==> src/cmdlog_pkg.sv <==
`timescale 1ns / 1ps
`default_nettype none
package cmdlog_pkg;

  localparam int LENGTH_BITS_DEF = 32;
  localparam int OFFSET_BITS_DEF = 40;
  localparam int OUT_OFFSET_W    = 40;
  localparam int FIFO_DEPTH      = 4;
  localparam int FIFO_PTR_W      = $clog2(FIFO_DEPTH);

  typedef enum logic [2:0] {
    ST_OK        = 3'd0,
    ST_PREFIX    = 3'd1,
    ST_CRLF      = 3'd2,
    ST_TRUNC     = 3'd3,
    ST_NESTED    = 3'd4,
    ST_STRAY     = 3'd5,
    ST_OPEN      = 3'd6,
    ST_BAD_LEN   = 3'd7
  } status_t;

  typedef enum logic [3:0] {
    PH_CNT_PREFIX = 4'd0,
    PH_CNT_S0     = 4'd1,
    PH_CNT_NEG    = 4'd2,
    PH_CNT_DIG    = 4'd3,
    PH_CNT_LF     = 4'd4,
    PH_ARG_PREFIX = 4'd5,
    PH_ARG_S0     = 4'd6,
    PH_ARG_NEG    = 4'd7,
    PH_ARG_DIG    = 4'd8,
    PH_ARG_LF     = 4'd9,
    PH_DATA       = 4'd10,
    PH_TRAIL_CR   = 4'd11,
    PH_TRAIL_LF   = 4'd12,
    PH_TRAIL_BAD  = 4'd13,
    PH_HALT       = 4'd14
  } phase_t;

  // classified byte as it travels from front to back
  typedef struct packed {
    logic [7:0] lc;
    logic [3:0] digit;
    logic       is_digit;
    logic       is_cr;
    logic       is_lf;
    logic       is_star;
    logic       is_dollar;
    logic       is_minus;
    logic       eos;
  } item_t;

  function automatic logic [7:0] kw_multi_char(input logic [2:0] i);
    logic [7:0] c;
    case (i)
      3'd0: c = "m";
      3'd1: c = "u";
      3'd2: c = "l";
      3'd3: c = "t";
      3'd4: c = "i";
      default: c = 8'h00;
    endcase
    return c;
  endfunction

  function automatic logic [7:0] kw_exec_char(input logic [1:0] i);
    logic [7:0] c;
    case (i)
      2'd0: c = "e";
      2'd1: c = "x";
      2'd2: c = "e";
      default: c = "c";
    endcase
    return c;
  endfunction

endpackage
`default_nettype wire

==> src/cmdlog_front.sv <==
`timescale 1ns / 1ps
`default_nettype none
module cmdlog_front (
  input  wire logic               in_valid,
  input  wire logic [7:0]         in_data_byte,
  input  wire logic               in_end_of_stream,
  output logic                    in_stall,
  input  wire logic               q_full,
  output logic                    push,
  output cmdlog_pkg::item_t       push_item
);
  import cmdlog_pkg::*;

  logic [7:0] b;

  assign b        = in_data_byte;
  assign in_stall = q_full;
  assign push     = in_valid && !q_full;

  always_comb begin
    push_item.lc        = (b >= "A" && b <= "Z") ? b + 8'd32 : b;
    push_item.is_digit  = (b >= "0" && b <= "9");
    push_item.digit     = 4'(b - "0");
    push_item.is_cr     = (b == 8'h0D);
    push_item.is_lf     = (b == 8'h0A);
    push_item.is_star   = (b == "*");
    push_item.is_dollar = (b == "$");
    push_item.is_minus  = (b == "-");
    push_item.eos       = in_end_of_stream;
  end

endmodule
`default_nettype wire

==> src/cmdlog_fifo.sv <==
`timescale 1ns / 1ps
`default_nettype none
module cmdlog_fifo (
  input  wire logic               clk,
  input  wire logic               rst_n,
  input  wire logic               push,
  input  wire cmdlog_pkg::item_t  push_item,
  input  wire logic               pop,
  output logic                    full,
  output logic                    empty,
  output cmdlog_pkg::item_t       head
);
  import cmdlog_pkg::*;

  item_t                 mem_r [FIFO_DEPTH];
  logic [FIFO_PTR_W-1:0] wr_r, wr_nxt, rd_r, rd_nxt;
  logic [FIFO_PTR_W:0]   cnt_r, cnt_nxt;

  assign full  = (cnt_r == (FIFO_PTR_W+1)'(FIFO_DEPTH));
  assign empty = (cnt_r == '0);
  assign head  = mem_r[rd_r];

  always_comb begin
    wr_nxt  = push ? wr_r + 1'b1 : wr_r;
    rd_nxt  = pop ? rd_r + 1'b1 : rd_r;
    cnt_nxt = cnt_r + (FIFO_PTR_W+1)'(push) - (FIFO_PTR_W+1)'(pop);
  end

  always_ff @(posedge clk) begin
    if (!rst_n) begin
      wr_r  <= '0;
      rd_r  <= '0;
      cnt_r <= '0;
    end else begin
      wr_r  <= wr_nxt;
      rd_r  <= rd_nxt;
      cnt_r <= cnt_nxt;
    end
  end

  always_ff @(posedge clk) begin
    if (push) begin
      mem_r[wr_r] <= push_item;
    end
  end

endmodule
`default_nettype wire

==> src/cmdlog_back.sv <==
`timescale 1ns / 1ps
`default_nettype none
module cmdlog_back #(
  parameter int LENGTH_BITS = cmdlog_pkg::LENGTH_BITS_DEF,
  parameter int OFFSET_BITS = cmdlog_pkg::OFFSET_BITS_DEF
) (
  input  wire logic                                clk,
  input  wire logic                                rst_n,
  input  wire logic                                q_empty,
  input  wire cmdlog_pkg::item_t                   it,
  output logic                                     pop,
  input  wire logic                                out_stall,
  output logic                                     out_valid,
  output logic [cmdlog_pkg::OUT_OFFSET_W-1:0]      out_good_offset,
  output logic [cmdlog_pkg::OUT_OFFSET_W-1:0]      out_line_number,
  output logic [2:0]                               out_status
);
  import cmdlog_pkg::*;

  localparam int SW = LENGTH_BITS + 4;
  localparam logic [SW-1:0] MAX_MAG = {5'b0, {(LENGTH_BITS-1){1'b1}}};

  phase_t                 phase_r, phase_nxt;
  logic [OFFSET_BITS-1:0] off_r, off_nxt, good_r, good_nxt, line_r, line_nxt, off_inc;
  logic                   open_r, open_nxt;
  logic [LENGTH_BITS-1:0] args_r, args_nxt, bulk_r, bulk_nxt, acc_r, acc_nxt;
  logic                   neg_r, neg_nxt, first_r, first_nxt;
  logic [1:0]             kw_r, kw_nxt;
  logic [3:0]             idx_r, idx_nxt;
  status_t                err_r, err_nxt;
  logic                   ov_r, ov_nxt;
  logic [OUT_OFFSET_W-1:0] og_nxt, ol_nxt;
  status_t                os_nxt;

  logic [SW-1:0]          acc_w, sum;
  logic                   hdr_arg, hdr_s0, hdr_neg, hdr_dig;
  logic                   is_multi, is_exec, stop;

  assign pop       = !q_empty && (!ov_r || !out_stall);
  assign out_valid = ov_r;

  assign off_inc = off_r + 1'b1;
  assign acc_w   = SW'(acc_r);
  assign sum     = (acc_w << 3) + (acc_w << 1) + SW'(it.digit);

  assign hdr_arg = (phase_r == PH_ARG_S0) || (phase_r == PH_ARG_NEG) ||
                   (phase_r == PH_ARG_DIG) || (phase_r == PH_ARG_LF);
  assign hdr_s0  = (phase_r == PH_CNT_S0) || (phase_r == PH_ARG_S0);
  assign hdr_neg = (phase_r == PH_CNT_NEG) || (phase_r == PH_ARG_NEG);
  assign hdr_dig = (phase_r == PH_CNT_DIG) || (phase_r == PH_ARG_DIG);

  always_comb begin
    phase_nxt = phase_r;
    off_nxt   = off_r;
    good_nxt  = good_r;
    line_nxt  = line_r;
    open_nxt  = open_r;
    args_nxt  = args_r;
    bulk_nxt  = bulk_r;
    acc_nxt   = acc_r;
    neg_nxt   = neg_r;
    first_nxt = first_r;
    kw_nxt    = kw_r;
    idx_nxt   = idx_r;
    err_nxt   = err_r;
    ov_nxt    = ov_r && out_stall;
    og_nxt    = out_good_offset;
    ol_nxt    = out_line_number;
    os_nxt    = status_t'(out_status);
    is_multi  = 1'b0;
    is_exec   = 1'b0;
    stop      = 1'b0;

    if (pop) begin
      off_nxt = off_inc;
      unique case (phase_r)
        PH_CNT_PREFIX, PH_ARG_PREFIX: begin
          if ((phase_r == PH_CNT_PREFIX) ? it.is_star : it.is_dollar) begin
            acc_nxt   = '0;
            neg_nxt   = 1'b0;
            phase_nxt = (phase_r == PH_CNT_PREFIX) ? PH_CNT_S0 : PH_ARG_S0;
          end else begin
            err_nxt   = ST_PREFIX;
            phase_nxt = PH_HALT;
          end
        end
        PH_CNT_S0, PH_CNT_NEG, PH_CNT_DIG, PH_ARG_S0, PH_ARG_NEG, PH_ARG_DIG: begin
          if (it.is_digit) begin
            if (sum > MAX_MAG) begin
              err_nxt   = ST_BAD_LEN;
              phase_nxt = PH_HALT;
            end else begin
              acc_nxt   = LENGTH_BITS'(sum);
              phase_nxt = hdr_arg ? PH_ARG_DIG : PH_CNT_DIG;
            end
          end else if (hdr_s0 && it.is_minus) begin
            neg_nxt   = 1'b1;
            phase_nxt = hdr_arg ? PH_ARG_NEG : PH_CNT_NEG;
          end else if (!hdr_neg && it.is_cr && (hdr_s0 || hdr_dig)) begin
            phase_nxt = hdr_arg ? PH_ARG_LF : PH_CNT_LF;
          end else begin
            err_nxt   = ST_CRLF;
            phase_nxt = PH_HALT;
          end
        end
        PH_CNT_LF: begin
          if (it.is_lf) begin
            line_nxt = line_r + 1'b1;
            if (!neg_r && acc_r != '0) begin
              args_nxt  = acc_r;
              first_nxt = 1'b1;
              phase_nxt = PH_ARG_PREFIX;
            end else begin
              phase_nxt = PH_CNT_PREFIX;
              if (!open_r) good_nxt = off_inc;
            end
          end else begin
            err_nxt   = ST_CRLF;
            phase_nxt = PH_HALT;
          end
        end
        PH_ARG_LF: begin
          if (it.is_lf) begin
            line_nxt = line_r + 1'b1;
            if (neg_r && acc_r != '0) begin
              err_nxt   = ST_BAD_LEN;
              phase_nxt = PH_HALT;
            end else begin
              bulk_nxt  = acc_r;
              acc_nxt   = '0;
              idx_nxt   = '0;
              kw_nxt    = 2'b11;
              phase_nxt = (acc_r != '0) ? PH_DATA : PH_TRAIL_CR;
            end
          end else begin
            err_nxt   = ST_CRLF;
            phase_nxt = PH_HALT;
          end
        end
        PH_DATA: begin
          // bit 0: "multi" still possible, bit 1: "exec" still possible
          if (idx_r >= 4'd5 || it.lc != kw_multi_char(idx_r[2:0])) kw_nxt[0] = 1'b0;
          if (idx_r >= 4'd4 || it.lc != kw_exec_char(idx_r[1:0])) kw_nxt[1] = 1'b0;
          if (idx_r < 4'd8) idx_nxt = idx_r + 1'b1;
          bulk_nxt = bulk_r - 1'b1;
          if (bulk_nxt == '0) phase_nxt = PH_TRAIL_CR;
        end
        PH_TRAIL_CR: begin
          phase_nxt = it.is_cr ? PH_TRAIL_LF : PH_TRAIL_BAD;
        end
        PH_TRAIL_LF: begin
          if (it.is_lf) begin
            line_nxt = line_r + 1'b1;
            if (first_r) begin
              is_multi  = kw_r[0] && idx_r == 4'd5;
              is_exec   = kw_r[1] && idx_r == 4'd4;
              first_nxt = 1'b0;
              if (is_multi) begin
                if (open_r) begin
                  err_nxt = ST_NESTED;
                  stop    = 1'b1;
                end else begin
                  open_nxt = 1'b1;
                end
              end else if (is_exec) begin
                if (!open_r) begin
                  err_nxt = ST_STRAY;
                  stop    = 1'b1;
                end else begin
                  open_nxt = 1'b0;
                end
              end
            end
            if (stop) begin
              phase_nxt = PH_HALT;
            end else begin
              args_nxt = args_r - 1'b1;
              if (args_nxt == '0) begin
                phase_nxt = PH_CNT_PREFIX;
                if (!open_nxt) good_nxt = off_inc;
              end else begin
                phase_nxt = PH_ARG_PREFIX;
              end
            end
          end else begin
            err_nxt   = ST_CRLF;
            phase_nxt = PH_HALT;
          end
        end
        PH_TRAIL_BAD: begin
          err_nxt   = ST_CRLF;
          phase_nxt = PH_HALT;
        end
        default: ;
      endcase

      if (it.eos) begin
        ov_nxt = 1'b1;
        og_nxt = OUT_OFFSET_W'(good_nxt);
        ol_nxt = OUT_OFFSET_W'(line_nxt);
        if (err_nxt != ST_OK) begin
          os_nxt = err_nxt;
        end else begin
          unique case (phase_nxt)
            PH_CNT_PREFIX: os_nxt = open_nxt ? ST_OPEN : ST_OK;
            PH_ARG_PREFIX: os_nxt = open_nxt ? ST_OPEN : ST_TRUNC;
            PH_CNT_S0, PH_CNT_NEG, PH_CNT_DIG, PH_CNT_LF,
            PH_ARG_S0, PH_ARG_NEG, PH_ARG_DIG, PH_ARG_LF: os_nxt = ST_CRLF;
            default: os_nxt = ST_TRUNC;
          endcase
        end
        phase_nxt = PH_CNT_PREFIX;
        off_nxt   = '0;
        good_nxt  = '0;
        line_nxt  = OFFSET_BITS'(1);
        open_nxt  = 1'b0;
        args_nxt  = '0;
        bulk_nxt  = '0;
        acc_nxt   = '0;
        neg_nxt   = 1'b0;
        first_nxt = 1'b0;
        kw_nxt    = 2'b11;
        idx_nxt   = '0;
        err_nxt   = ST_OK;
      end
    end
  end

  always_ff @(posedge clk) begin
    if (!rst_n) begin
      phase_r <= PH_CNT_PREFIX;
      off_r   <= '0;
      good_r  <= '0;
      line_r  <= OFFSET_BITS'(1);
      open_r  <= 1'b0;
      args_r  <= '0;
      bulk_r  <= '0;
      acc_r   <= '0;
      neg_r   <= 1'b0;
      first_r <= 1'b0;
      kw_r    <= 2'b11;
      idx_r   <= '0;
      err_r   <= ST_OK;
      ov_r    <= 1'b0;
    end else begin
      phase_r <= phase_nxt;
      off_r   <= off_nxt;
      good_r  <= good_nxt;
      line_r  <= line_nxt;
      open_r  <= open_nxt;
      args_r  <= args_nxt;
      bulk_r  <= bulk_nxt;
      acc_r   <= acc_nxt;
      neg_r   <= neg_nxt;
      first_r <= first_nxt;
      kw_r    <= kw_nxt;
      idx_r   <= idx_nxt;
      err_r   <= err_nxt;
      ov_r    <= ov_nxt;
    end
  end

  always_ff @(posedge clk) begin
    out_good_offset <= og_nxt;
    out_line_number <= ol_nxt;
    out_status      <= os_nxt;
  end

endmodule
`default_nettype wire

==> src/command_log_resp_checker_top.sv <==
// A byte accepted into the queue is parsed when the parser pops it; its result,
// if it carries end_of_stream, is registered and shows on out_valid.
// Throughput: one byte per cycle while no stalled result holds the parser; a
// four-item queue between byte classifier and parser absorbs output stalls.
// Reset (rst_n low, synchronous): parser returns to expecting '*', offsets 0,
// line count 1, queue empty, no result pending.
`timescale 1ns / 1ps
`default_nettype none
module command_log_resp_checker_top #(
  parameter int LENGTH_BITS = cmdlog_pkg::LENGTH_BITS_DEF,
  parameter int OFFSET_BITS = cmdlog_pkg::OFFSET_BITS_DEF
) (
  input  wire logic                            clk,
  input  wire logic                            rst_n,
  input  wire logic                            in_valid,
  output logic                                 in_stall,
  input  wire logic [7:0]                      in_data_byte,
  input  wire logic                            in_end_of_stream,
  output logic                                 out_valid,
  input  wire logic                            out_stall,
  output logic [cmdlog_pkg::OUT_OFFSET_W-1:0]  out_good_offset,
  output logic [cmdlog_pkg::OUT_OFFSET_W-1:0]  out_line_number,
  output logic [2:0]                           out_status
);
  import cmdlog_pkg::*;

  logic  push, pop, q_full, q_empty;
  item_t push_item, head;

  cmdlog_front u_front (
    .in_valid        (in_valid),
    .in_data_byte    (in_data_byte),
    .in_end_of_stream(in_end_of_stream),
    .in_stall        (in_stall),
    .q_full          (q_full),
    .push            (push),
    .push_item       (push_item)
  );

  cmdlog_fifo u_fifo (
    .clk      (clk),
    .rst_n    (rst_n),
    .push     (push),
    .push_item(push_item),
    .pop      (pop),
    .full     (q_full),
    .empty    (q_empty),
    .head     (head)
  );

  cmdlog_back #(
    .LENGTH_BITS(LENGTH_BITS),
    .OFFSET_BITS(OFFSET_BITS)
  ) u_back (
    .clk            (clk),
    .rst_n          (rst_n),
    .q_empty        (q_empty),
    .it             (head),
    .pop            (pop),
    .out_stall      (out_stall),
    .out_valid      (out_valid),
    .out_good_offset(out_good_offset),
    .out_line_number(out_line_number),
    .out_status     (out_status)
  );

endmodule
`default_nettype wire

==> config.mk <==
export PLATFORM = sky130hd
export DESIGN_NAME = command_log_resp_checker_top
export DESIGN_NICKNAME = d
export VERILOG_FILES = /design/src/cmdlog_pkg.sv /design/src/cmdlog_front.sv /design/src/cmdlog_fifo.sv /design/src/cmdlog_back.sv /design/src/command_log_resp_checker_top.sv
export SDC_FILE = /design/constraint.sdc
export NUM_CORES = 1
export LEC_CHECK = 0
export BUFFER_PORTS_ARGS = -buffer_cell sky130_fd_sc_hd__buf_2
export CELL_PAD_IN_SITES_DETAIL_PLACEMENT = 1
export CELL_PAD_IN_SITES_GLOBAL_PLACEMENT = 1
export CORE_MARGIN = 5
export CORE_UTILIZATION = 29
export CTS_BUF_LIST = sky130_fd_sc_hd__clkbuf_16
export DETAILED_ROUTE_END_ITERATION = 16
export PLACE_DENSITY = 0.64
export SLEW_MARGIN = 10
export SYNTH_ARGS = -nofsm -noshare
export SYNTH_HDL_FRONTEND = slang
export SYNTH_SLANG_ARGS = --single-unit
export TNS_END_PERCENT = 50
==> constraint.sdc <==
create_clock -name clk -period 6 [get_ports clk]
set_clock_uncertainty 0.05 [all_clocks]
set_input_delay 0.9 -clock clk [delete_from_list [all_inputs] [get_ports clk]]
set_output_delay 0.9 -clock clk [all_outputs]
set_load 0.02 [all_outputs]
# Word-level counts from Yosys, hierarchy flattened
# Memories as Yosys holds them, arrays and structs flattened. A register that Yosys moved wholly into a read port is not among the register bits.
# Index checks and enable logic that the tools add are counted.
[word_totals]
in_bits = 13
ramBits = 76
out_inout_bits = 85
mem_count = 1
regBits = 323
elab_cells = 276
[mem_list]
columns = ["memory", "words", "width", "rd", "rd_ports_with_merged_regs", "wr", "line_no", "text"]
rows = [
  ["u_fifo.mem_r", 4, 19, 1, 1, 1, "cmdlog_fifo.sv:15", "item_t mem_r [FIFO_DEPTH];"],
]
[op_classes]
n_reduce_logical = 55
eq_ne = 52
n_lt_le_gt_ge = 8
muxes = 126
n_addsub = 13
[op_table]
columns = ["cell", "n"]
rows = [
  ["40-bit two-way mux", 12],
  ["32-bit two-way mux", 14],
  ["32-bit case mux with 2 select lines", 2],
  ["32-bit case mux with 3 select lines", 1],
  ["40-bit by 1-bit adder with 40-bit output, second input constant", 2],
  ["40-bit case mux with 2 select lines", 1],
  ["4-bit two-way mux", 19],
  ["3-bit two-way mux", 23],
  ["32-bit zero test", 2],
  ["32-bit by 1-bit subtractor with 32-bit output, second input constant", 2],
  ["4-bit by 3-bit equality test with 1-bit output, second input constant", 10],
  ["8-bit two-way mux", 5],
  ["35-bit by 33-bit adder with 36-bit output", 1],
  ["36-bit by 4-bit adder with 36-bit output", 1],
  ["36-bit by 31-bit > comparator with 1-bit output, second input constant", 1],
  ["1-bit two-way mux", 35],
  ["7-bit case mux with 5 select lines", 1],
  ["4-bit equality test, second input constant", 8],
  ["4-bit case mux with 8 select lines", 1],
  ["32-bit nonzero test", 1],
  ["5-bit AND reduction", 5],
  ["8-bit by 6-bit equality test with 1-bit output, second input constant", 3],
  ["3-bit inequality test, second input constant", 8],
  ["3-bit by 2-bit inequality test with 1-bit output, second input constant", 6],
  ["other kinds (44)", 90],
]

# Logic depth before layout (Yosys ltp)
# Gate-level depths: netlist (run 1).
[logic_depth]
depth_word = 16
depth_mapped = 19

# Modules after synthesis
# From an unflattened synthesis (run 1), not the netlist that was laid out.
[unflattened]
cells_unflattened = 2627
area_unflattened_um2 = 23585.1
[modules_own_cells]
columns = ["module", "cells_each", "n_inst", "seq_area_each_um2", "area_each_um2"]
rows = [
  ["cmdlog_back", 2442, 1, 7156.9, 20074.3],
  ["cmdlog_fifo", 142, 1, 2462.4, 3228.1],
  ["cmdlog_front", 43, 1, 0.0, 282.8],
]

# Worst setup path after synthesis (run 1)
# No wires, ideal clock.
[synth_path]
path_kind = "register -> register"
from = "register (tool-made name)"
to = "register u_back.acc_r[10]"
path_stages_with_launch = 19
path_buffers = 4
path_slack_ns = 0.491
required_time_ns = 5.822
arrival_ns = 5.332
setup_ns = 0.128
cell_sequence = "dfxtp_1 buf_2 buf_1 mux4_2 ha_1 ha_1 fa_1 a21o_1 a221oi_1 o21a_1 a2111o_1 a21boi_1 or4_1 a211oi_1 o221a_2 clkbuf_1 buf_2 mux2i_1 nor2_1"
[synth_rtl]
columns = ["element", "line_no", "text"]
rows = [
  ["to (signal assigned)", "cmdlog_back.sv:253", "acc_r <= acc_nxt;"],
  ["to (decl)", "cmdlog_back.sv:26", "logic [LENGTH_BITS-1:0] args_r, args_nxt, bulk_r, bulk_nxt, acc_r, acc_nxt;"],
]

==> results of run 1 <==
cell type report:
type / instances / area (um2) / share of cell area (%)
flip-flops and latches: 385 / 9140 / 36.5
clock inverters: 37 / 264 / 1.05
well taps: 978 / 1220 / 4.88
multi-input cells: 1999 / 12200 / 48.7
diodes: 1 / 2.50 / 0.00999
inverters: 50 / 194 / 0.774
repair buffers: 134 / 801 / 3.20
clock buffers: 49 / 1230 / 4.89
metal layers:
layer	track usage (%)	share of wire, %	vias to the layer above
met2	29.2	48	363
li1	-	-	9449
met5	0	0	-
met4	4.62	2.1	0
met1	23.0	46	9862
met3	2.44	4.2	89
tightest hold or removal path: stages (launching register included):
cell and delay [ps]:
dfxtp_1 310, nand2_1 50, a21oi_1 50
power groups by stage:
stage | combinational [mW] | clock (mW) | sequential, mW
floorplan | 2.37 | 0 | 3.72
global placement | 4.00 | 0 | 3.44
detailed placement | 4.08 | 0 | 3.45
CTS | 4.09 | 2.85 | 3.40
global route | 4.40 | 2.96 | 3.43
finish | 4.07 | 2.76 | 3.39
cell families (layout without fill, tap and decap cells):
family          count (synthesis)  count (layout)  synth area share (%)
xor+xnor                      135             135                  5.35
flops                         385             385                  41.4
mux                            54              54                  3.21
compound gates                669             669                  19.1
other cells                     0               1                     0
simple gates                 1055            1055                  22.3
buf+inv                       206             270                  3.67
fa+ha+maj                      86              86                  4.97
cell usage after synthesis (all sizes together), types with 13 or more instances:
cell | count | area, um2
a22oi | 42 | 315
nor3 | 91 | 455
buf | 27 | 139
nand4 | 36 | 231
nor2b | 17 | 106
and3 | 32 | 200
dfxtp | 242 | 4840
a21oi | 259 | 1300
clkbuf | 129 | 484
nor4 | 38 | 244
a21o | 31 | 233
o21a | 19 | 143
or3 | 24 | 150
nand2b | 21 | 131
and2 | 23 | 144
a2bb2oi | 39 | 342
o211ai | 14 | 105
ha | 83 | 1040
edfxtp | 143 | 4290
o31ai | 16 | 120
mux2i | 36 | 360
nand2 | 241 | 905
o21ai | 127 | 636
xnor2 | 82 | 718
nand3 | 68 | 340
xor2 | 53 | 464
mux4 | 13 | 293
a2111oi | 24 | 229
nor2 | 406 | 1520
inv | 48 | 180
path summary, 6_finish.rpt:
kind,cells after the start,startpoint,end,slack [ps]
hold / removal,2,u_back.good_r[33]$_SDFFE_PN0P_,u_back.good_r[33]$_SDFFE_PN0P_,410
hold reg to reg,2,u_back.good_r[33]$_SDFFE_PN0P_,u_back.good_r[33]$_SDFFE_PN0P_,410
setup / recovery,16,register,u_back.acc_r[13]$_SDFFE_PN0P_,800
setup reg to reg,16,register,u_back.acc_r[13]$_SDFFE_PN0P_,800
state kept, by name, summed over array words and instances, names as in the netlist, 32 cells and up, named ones only:
name                    cells
u_back.acc_r               32
u_back.args_r              32
u_back.bulk_r              32
u_back.good_r              40
u_back.line_r              40
u_back.off_r               40
u_back.out_good_offset     40
u_back.out_line_number     40
u_fifo.mem_r               60
==> metrics, run 1 <==
status finished clean; Most Frequent Cell on Critical Path inv_1; leak pwr 9.24 nW; clk root buf clkbuf_16; Comb pwr share 39.8%; Slowest Stage Delay on Critical Path 610 ps; Die Y-Extent 286 um; # IOs 98; Post-synth EDFFs 143; Worst Hold Class register to register; Flop pwr share 33.2%; CTS tree done; Pre-antenna DRT Iters 5; Critical Path, Cell by Cell mux4_2 > inv_1 > fa_1 > inv_1 > ha_1 > a21oi_1 > or2_2 > a211o_1 > a2111oi_0 > o31a_1 > a2bb2o_1 > a211oi_1 > o221a_2 > buf_12 > mux2i_1 > nor2_1; final worst path period share 86.7%; Die Span X 286 um; syn_nets 2,689; Final nets 2,716; CTS Hold Buffers Added 0; synthesized area per cell 8.53 um2; Period minus WS final 5200 ps; Critical Path AT 5600 ps; CTS H-Tree Depth 2; Relative slew margins 31.5%; Place WS 865 ps; post-CTS resize count 0; CP Capture Type register; gp weighted congestion 0.908; power consumption 10.2 mW; CTS Buf Count 47; cell-internal power 5.96 mW; Final WS setup 795 ps; YS warnings 0; RSZ-0062 raised after global routing false; Worst Hold Slack 408 ps; Max Cap Viol 0; Port-buffer cells 97; Slew @ Worst Pin 1020 ps; vias per cell 5.44; # clock sinks 385; slowest cell on the critical path mux4_2; Placed Cells 3,546; crit path launch type register; antenna violations before repair 0; total track usage 17.2%; layout cells sized above 1 9.46%; Bufs on Longest Clock Path 3; Worst EP required 6390 ps; GRT overflow 0; Switching Fraction 41.7%; ys async rst share 0%; DIE AREA 81,800 um2; setup TNS 0 ps; pin count of the biggest net entering global routing 126; DRT Wirelength 73,300 um; number of global-route vias before repair 20,200; later-pin clock latency in the skew report 600 ps; fin. max-slew vios 0; Seq/Total Area, Yosys 41.4%; critical path type register to register; CP Max Fanout 41; most frequent cells in the layout 404 x nor2_1, 258 x a21oi_1, 242 x dfxtp_1; Crit path max-delay family compound AO/OA/AOI/OAI gates; first-pass GRT wire length 115,000 um; Post-CTS Setup Inserts 0; FF+latch count, synth 385; 1st-iter DRT viols 1,115; row count 101; maximum vdd drop 0.276 mV; Post-Synthesis Cell Area 22,100 um2; final instance area 25,100 um2; final hold violations 0; clk slew on worst S/H paths 60 ps; DRC Markers 0; DP Wirelength 51,000 um; Post-Route Utilization 33.1%; Synth Flop Type dfxtp_1; Detail Route Antenna Nets 0; Placed Area 23,600 um2; clock share of power 27.0%; Peak Freq 192 MHz; final setup fails 0; synthesis-to-layout area growth 13.4%; Initial Utilization 29.2%; commonest non-fill, non-tap cell in the layout nor2_1; core box area 75,700 um2; PD cells 408 nW/um2; post-synthesis cell count 2,590; fillers 8,866; Cell variety after synth 86; Vias 19,800; wire per inst 20.2 um; CP bufs+invs 3; Switching Power 4.27 mW; Layout Cells excl Fill 3,633
No activity file was read; power rests on OpenSTA's default activity.
==> run 2, diff against run 1 <==
CELL_PAD_IN_SITES_DETAIL_PLACEMENT = not set   (was 1)
CELL_PAD_IN_SITES_GLOBAL_PLACEMENT = not set   (was 1)
PLACE_DENSITY = 0.55   (was 0.64)
==> run 2 against run 1 <==
Critical path depth stayed put. Global-route usage is 2.4 points lower. First-iteration DRC count is 33% higher. Register-to-register slack worse by 140 ps. Largest cell class unchanged. Core utilization hardly changed.
==> metrics, run 2 (synthesized netlist as in run 1, its figures left out) <==
GRT overflow 0 (unchanged); Die Span X 286 um (unchanged); Relative slew margins 30.9% (-0.54 points); Worst Hold Class register to register; final setup fails 0 (unchanged); Slowest Stage Delay on Critical Path 600 ps (about the same); number of global-route vias before repair 17,700 (-12%); Switching Fraction 40.4% (-1.3 points); row count 101 (unchanged); CP Capture Type register; most frequent cells in the layout 404 x nor2_1, 258 x a21oi_1, 242 x dfxtp_1; leak pwr 9.27 nW (+0.34%); Largest Register u_fifo.mem_r; synthesis-to-layout area growth 13.5% (about the same); DRC Markers 0 (unchanged); setup TNS 0 ps (unchanged); clk slew on worst S/H paths 60 ps (about the same); Final nets 2,718 (+0.074%); CTS Hold Buffers Added 0 (unchanged); # clock sinks 385 (unchanged); Vias 19,000 (-3.7%); final worst path period share 89.0% (+2.3 points); post-CTS resize count 0 (unchanged); gp weighted congestion 0.914 (+0.59%); DIE AREA 81,800 um2 (unchanged); later-pin clock latency in the skew report 590 ps (about the same); # IOs 98 (unchanged); total track usage 14.8% (-2.4 points); Reg2Reg Setup Slack 660 ps (-140 ps); CTS tree done; Critical Path AT 5720 ps (+120 ps); Placed Cells 3,549 (+0.085%); clk root buf clkbuf_16; Bufs on Longest Clock Path 3 (unchanged); ant diodes 0 (-1); maximum vdd drop 0.298 mV (+7.8%); worst hold path endpoint u_back.good_r[33]$_SDFFE_PN0P_; Layout Cells excl Fill 3,635 (+0.055%); cell-internal power 5.99 mW (+0.51%); slowest cell on the critical path mux4_2; r2r endpoint u_back.acc_r[13]$_SDFFE_PN0P_; CTS H-Tree Depth 2 (unchanged); clock share of power 27.5% (+0.5 points); R2R cell count 16 (unchanged); status finished clean; antenna violations before repair 1 (+1); PD cells 401 nW/um2 (-1.8%); vias per cell 5.23 (-3.8%); Worst Hold Slack 401 ps (-6.96 ps); Worst EP required 6380 ps (about the same); final hold violations 0 (unchanged); Peak Freq 187 MHz (-2.5%); fin. max-slew vios 0 (unchanged); Worst Hold Depth 2 (unchanged); core box area 75,700 um2 (unchanged); Post-CTS Setup Inserts 0 (unchanged); CP bufs+invs 2 (-1); CP Max Fanout 24 (-41%); DRT Wirelength 63,600 um (-13%); Critical Path, Cell by Cell mux4_2 > ha_1 > ha_1 > fa_1 > a21o_1 > a221oi_1 > buf_4 > o21a_1 > a2111o_1 > a21boi_1 > or4_1 > a211oi_1 > o221a_2 > buf_12 > mux2i_1 > nor2_1; Crit path max-delay family compound AO/OA/AOI/OAI gates; first-pass GRT wire length 100,000 um (-13%); 1st-iter DRT viols 1,488 (+33%); Detail Route Antenna Nets 0 (unchanged); Most Frequent Cell on Critical Path ha_1; DP Wirelength 43,600 um (-15%); crit path launch type register; Pre-antenna DRT Iters 6 (+1); layout cells sized above 1 9.52% (+0.065 points); critical path type register to register; Switching Power 4.06 mW (-4.9%); commonest non-fill, non-tap cell in the layout nor2_1; pin count of the biggest net entering global routing 121 (-4.0%); Period minus WS final 5340 ps (+135 ps); Flop pwr share 33.6% (+0.4 points); CTS Buf Count 46 (-2.1%); Max Cap Viol 0 (unchanged); wire per inst 17.5 um (-13%); Slew @ Worst Pin 1030 ps (+13.0 ps); Initial Utilization 29.2% (unchanged); Die Y-Extent 286 um (unchanged); worst hold path startpoint u_back.good_r[33]$_SDFFE_PN0P_; Comb pwr share 38.9% (-0.9 points); max reg flops 60 (unchanged); Port-buffer cells 97 (unchanged); RSZ-0062 raised after global routing false
## run 2: cell count changes in the layout (fill, tap and decap cells not counted), moves of 2 or more
cell | previous run | this run
buf_4 | 34 | 38
bufinv_16 | 2 | 4
clkbuf_16 | 49 | 47
clkinv_1 | 11 | 6
clkinv_2 | 10 | 8
inv_1 | 55 | 61
inv_6 | 1 | 3
## run 2: worst max-delay path by stage
stage,slack [ps],startpoint,cells past startpoint,endpoint
4_1_cts,680,register,16,u_back.acc_r[13]$_SDFFE_PN0P_
5_1_grt,350,register,16,u_back.acc_r[13]$_SDFFE_PN0P_
6_report,660,register,16,u_back.acc_r[13]$_SDFFE_PN0P_
2_1_floorplan,490,register,18,u_back.acc_r[10]$_SDFFE_PN0P_
3_3_place_gp,750,register,16,u_back.acc_r[16]$_SDFFE_PN0P_
3_5_place_dp,680,register,16,u_back.acc_r[13]$_SDFFE_PN0P_
## run 2: worst reg2reg max path, cell delays in order, from the launching register on
cell      delay, ps
dfxtp_1         460
mux4_2          600
ha_1            300
ha_1            220
fa_1            410
a21o_1          220
a221oi_1        250
buf_4           190
o21a_1          140
a2111o_1        160
a21boi_1        100
or4_1           510
a211oi_1        440
o221a_2         600
buf_12          260
mux2i_1         230
nor2_1           70
## run 2: power by group through the flow
stage	sequential [mW]	combinational, mW	clock, mW
after CTS	3.39	3.92	2.85
after global placement	3.44	3.91	0
after global routing	3.42	4.27	2.96
after detailed placement	3.45	3.91	0
final	3.38	3.91	2.76
after floorplan	3.72	2.37	0
## run 2: through the flow
step	area, um2	setup WS [ps]	utilization, %	power (mW)
after floorplan	22100	491	-	6.09
after global placement	23600	746	31.1	7.35
after detailed placement	23600	683	31.1	7.36
after CTS	25100	680	33.1	10.2
after global routing	25100	348	33.1	10.7
final	25100	660	33.1	10.1
## run 2: metal layers
| layer | routed length, um | track usage, % | vias to the layer above |
|---|---|---|---|
| met1 | 30000 | 20.8 | 9011 |
| met2 | 28600 | 23.7 | 459 |
| met4 | 1650 | 4.34 | 0 |
| met3 | 3320 | 2.39 | 96 |
| li1 | - | - | 9457 |
| met5 | 0 | 0 | - |
## run 2: cell type report
cell class	instances	area [um2]
fill	7860	50600
clock buffer	47	1180
inverter	50	194
multi-input combinational	1999	12200
clock inverter	39	325
timing repair buffer	137	811
tap	978	1220
sequential	385	9140
==> run 3, diff against run 2 <==
PLACE_DENSITY = 0.49   (was 0.55)
==> run 3 against run 2 <==
Core utilization shrank 0.16 points. Sequential power is essentially flat. Highest routed layer unchanged. Clock power shrank 4%. Critical endpoint is now u_back.acc_r[14]$_SDFFE_PN0P_. Cell count shrank 0.14%. Clock-buffer cell count is the same. Setup slack lost 100 ps. Global-route usage grew 1.3 points. Largest cell class unchanged. Cell area shrank 0.49%. Die area is the same. Register-to-register slack lost 100 ps. First-iteration DRC count shrank 9.8%. Combinational power grew 2%.
==> metrics, run 3 (synthesized netlist as in run 1, its figures left out) <==
status finished clean; fin. max-slew vios 0 (unchanged); RSZ-0062 raised after global routing false; Largest Register u_fifo.mem_r; # clock sinks 385 (unchanged); DP Wirelength 47,300 um (+8.5%); CTS Hold Buffers Added 0 (unchanged); critical path type register to register; CP Max Fanout 27 (+13%); final hold violations 0 (unchanged); Worst Hold Depth 2 (unchanged); Register Area 9140 um2 (unchanged); first-pass GRT wire length 108,000 um (+7.5%); gp weighted congestion 0.856 (-6.3%); Max Cap Viol 0 (unchanged); worst hold path endpoint u_back.line_r[38]$_SDFFE_PN0P_; maximum vdd drop 0.244 mV (-18%); number of global-route vias before repair 18,700 (+5.8%); PD cells 402 nW/um2 (+0.16%); clk slew on worst S/H paths 60 ps (about the same); Pre-antenna DRT Iters 5 (-1); Period minus WS final 5440 ps (+104 ps); layout cells sized above 1 9.24% (-0.28 points); core box area 75,700 um2 (unchanged); wire per inst 19.0 um (+8.4%); most frequent cells in the layout 404 x nor2_1, 257 x a21oi_1, 242 x dfxtp_1; Critical Path, Cell by Cell mux4_2 > inv_1 > fa_1 > inv_1 > ha_1 > a21oi_1 > or2_2 > a211o_1 > a2111oi_0 > o31a_1 > a2bb2o_1 > a211oi_1 > o221a_2 > buf_12 > mux2i_1 > nor2_1; DIE AREA 81,800 um2 (unchanged); Post-CTS Setup Inserts 0 (unchanged); max reg flops 60 (unchanged); Detail Route Antenna Nets 0 (unchanged); Slowest Stage Delay on Critical Path 600 ps (about the same); total track usage 16.1% (+1.3 points); worst hold path startpoint u_back.line_r[38]$_SDFFE_PN0P_; Final nets 2,713 (-0.18%); vias per cell 5.37 (+2.5%); Die Y-Extent 286 um (unchanged); CP Capture Type register; CTS H-Tree Depth 2 (unchanged); DRT Wirelength 68,900 um (+8.3%); setup TNS 0 ps (unchanged); CTS tree done; Worst Hold Slack 397 ps (-4.07 ps); Relative slew margins 28.2% (-2.8 points); Initial Utilization 29.2% (unchanged); Worst Hold Class register to register; Vias 19,500 (+2.4%); clk root buf clkbuf_16; row count 101 (unchanged); CTS Buf Count 47 (+2.2%); DRC Markers 0 (unchanged); synthesis-to-layout area growth 12.9%; pin count of the biggest net entering global routing 109 (-9.9%); final setup fails 0 (unchanged); Port-buffer cells 97 (unchanged); r2r endpoint u_back.acc_r[14]$_SDFFE_PN0P_; later-pin clock latency in the skew report 600 ps (about the same); # IOs 98 (unchanged); fillers 7,788 (-0.92%); leak pwr 9.18 nW (-0.91%); R2R cell count 16 (unchanged); Worst EP required 6380 ps (about the same); 1st-iter DRT viols 1,342 (-9.8%); Bufs on Longest Clock Path 3 (unchanged); Reg2Reg Setup Slack 560 ps (-100 ps); slowest cell on the critical path dfxtp_1; GRT overflow 0 (unchanged); commonest non-fill, non-tap cell in the layout nor2_1; antenna violations before repair 1 (unchanged); Die Span X 286 um (unchanged); Slew @ Worst Pin 1060 ps (+30.3 ps); post-CTS resize count 0 (unchanged); Peak Freq 184 MHz (-1.9%); Most Frequent Cell on Critical Path inv_1; final worst path period share 90.7% (+1.7 points); area of the multi-input gates 12,200 um2 (about the same); Critical Path AT 5830 ps (+110 ps); crit path launch type register
## run 3: critical path: cells and delay by family, from the launching register on
| family | cells | cell delay (ps) |
|---|---|---|
| fa+ha+maj | 2 | 760 |
| compound gates | 7 | 2520 |
| flops | 1 | 600 |
| simple gates | 2 | 380 |
| mux | 2 | 580 |
| buf+inv | 3 | 400 |
## run 3: layout make-up
| class | count | share of cell area (%) |
|---|---|---|
| multi-input combinational | 1999 | 48.9 |
| sequential | 385 | 36.6 |
| tap | 978 | 4.91 |
| clock buffer | 47 | 4.71 |
| timing repair buffer | 131 | 3.12 |
| clock inverter | 39 | 0.913 |
| inverter | 50 | 0.777 |
| antenna | 1 | 0.0100 |
## run 3: how the worst max path moves through the flow
stage / slack [ps] / depth (start not counted) / endpoint / startpoint
after global routing: 170 / 16 / u_back.acc_r[14]$_SDFFE_PN0P_ / register
after global placement: 640 / 16 / u_back.acc_r[25]$_SDFFE_PN0P_ / register
after detailed placement: 570 / 16 / u_back.acc_r[19]$_SDFFE_PN0P_ / register
final: 560 / 16 / u_back.acc_r[14]$_SDFFE_PN0P_ / register
after floorplan: 490 / 18 / u_back.acc_r[10]$_SDFFE_PN0P_ / register
after CTS: 540 / 16 / u_back.acc_r[14]$_SDFFE_PN0P_ / register
## run 3: metrics by stage
stage                     utilization [%]  setup WS (ps)  cells  power, mW  cell area, um2
final                                33.0            556   3630       10.0           24900
after global routing                 33.0            171   3629       10.6           24900
after CTS                            33.0            540   3629       10.1           24900
after detailed placement             31.1            574   3543       7.46           23500
after global placement               31.1            642   3543       7.42           23500
after floorplan                         -            491   2590       6.09           22100
## run 3: metal layers
metal  global-route usage (%)  wire length, um  vias to the layer above
met5                        0                0                        -
met4                     4.76             1780                        0
met3                     2.66             3600                      114
met2                     26.1            31600                      474
met1                     22.2            31900                     9427
li1                         -                -                     9460
## run 3: power breakdown
part           total (mW)  switching, mW  internal (mW)
clock network        2.64           1.17           1.47
registers            3.39          0.198           3.20
logic                3.98           2.79           1.19
total                10.0           4.16           5.86
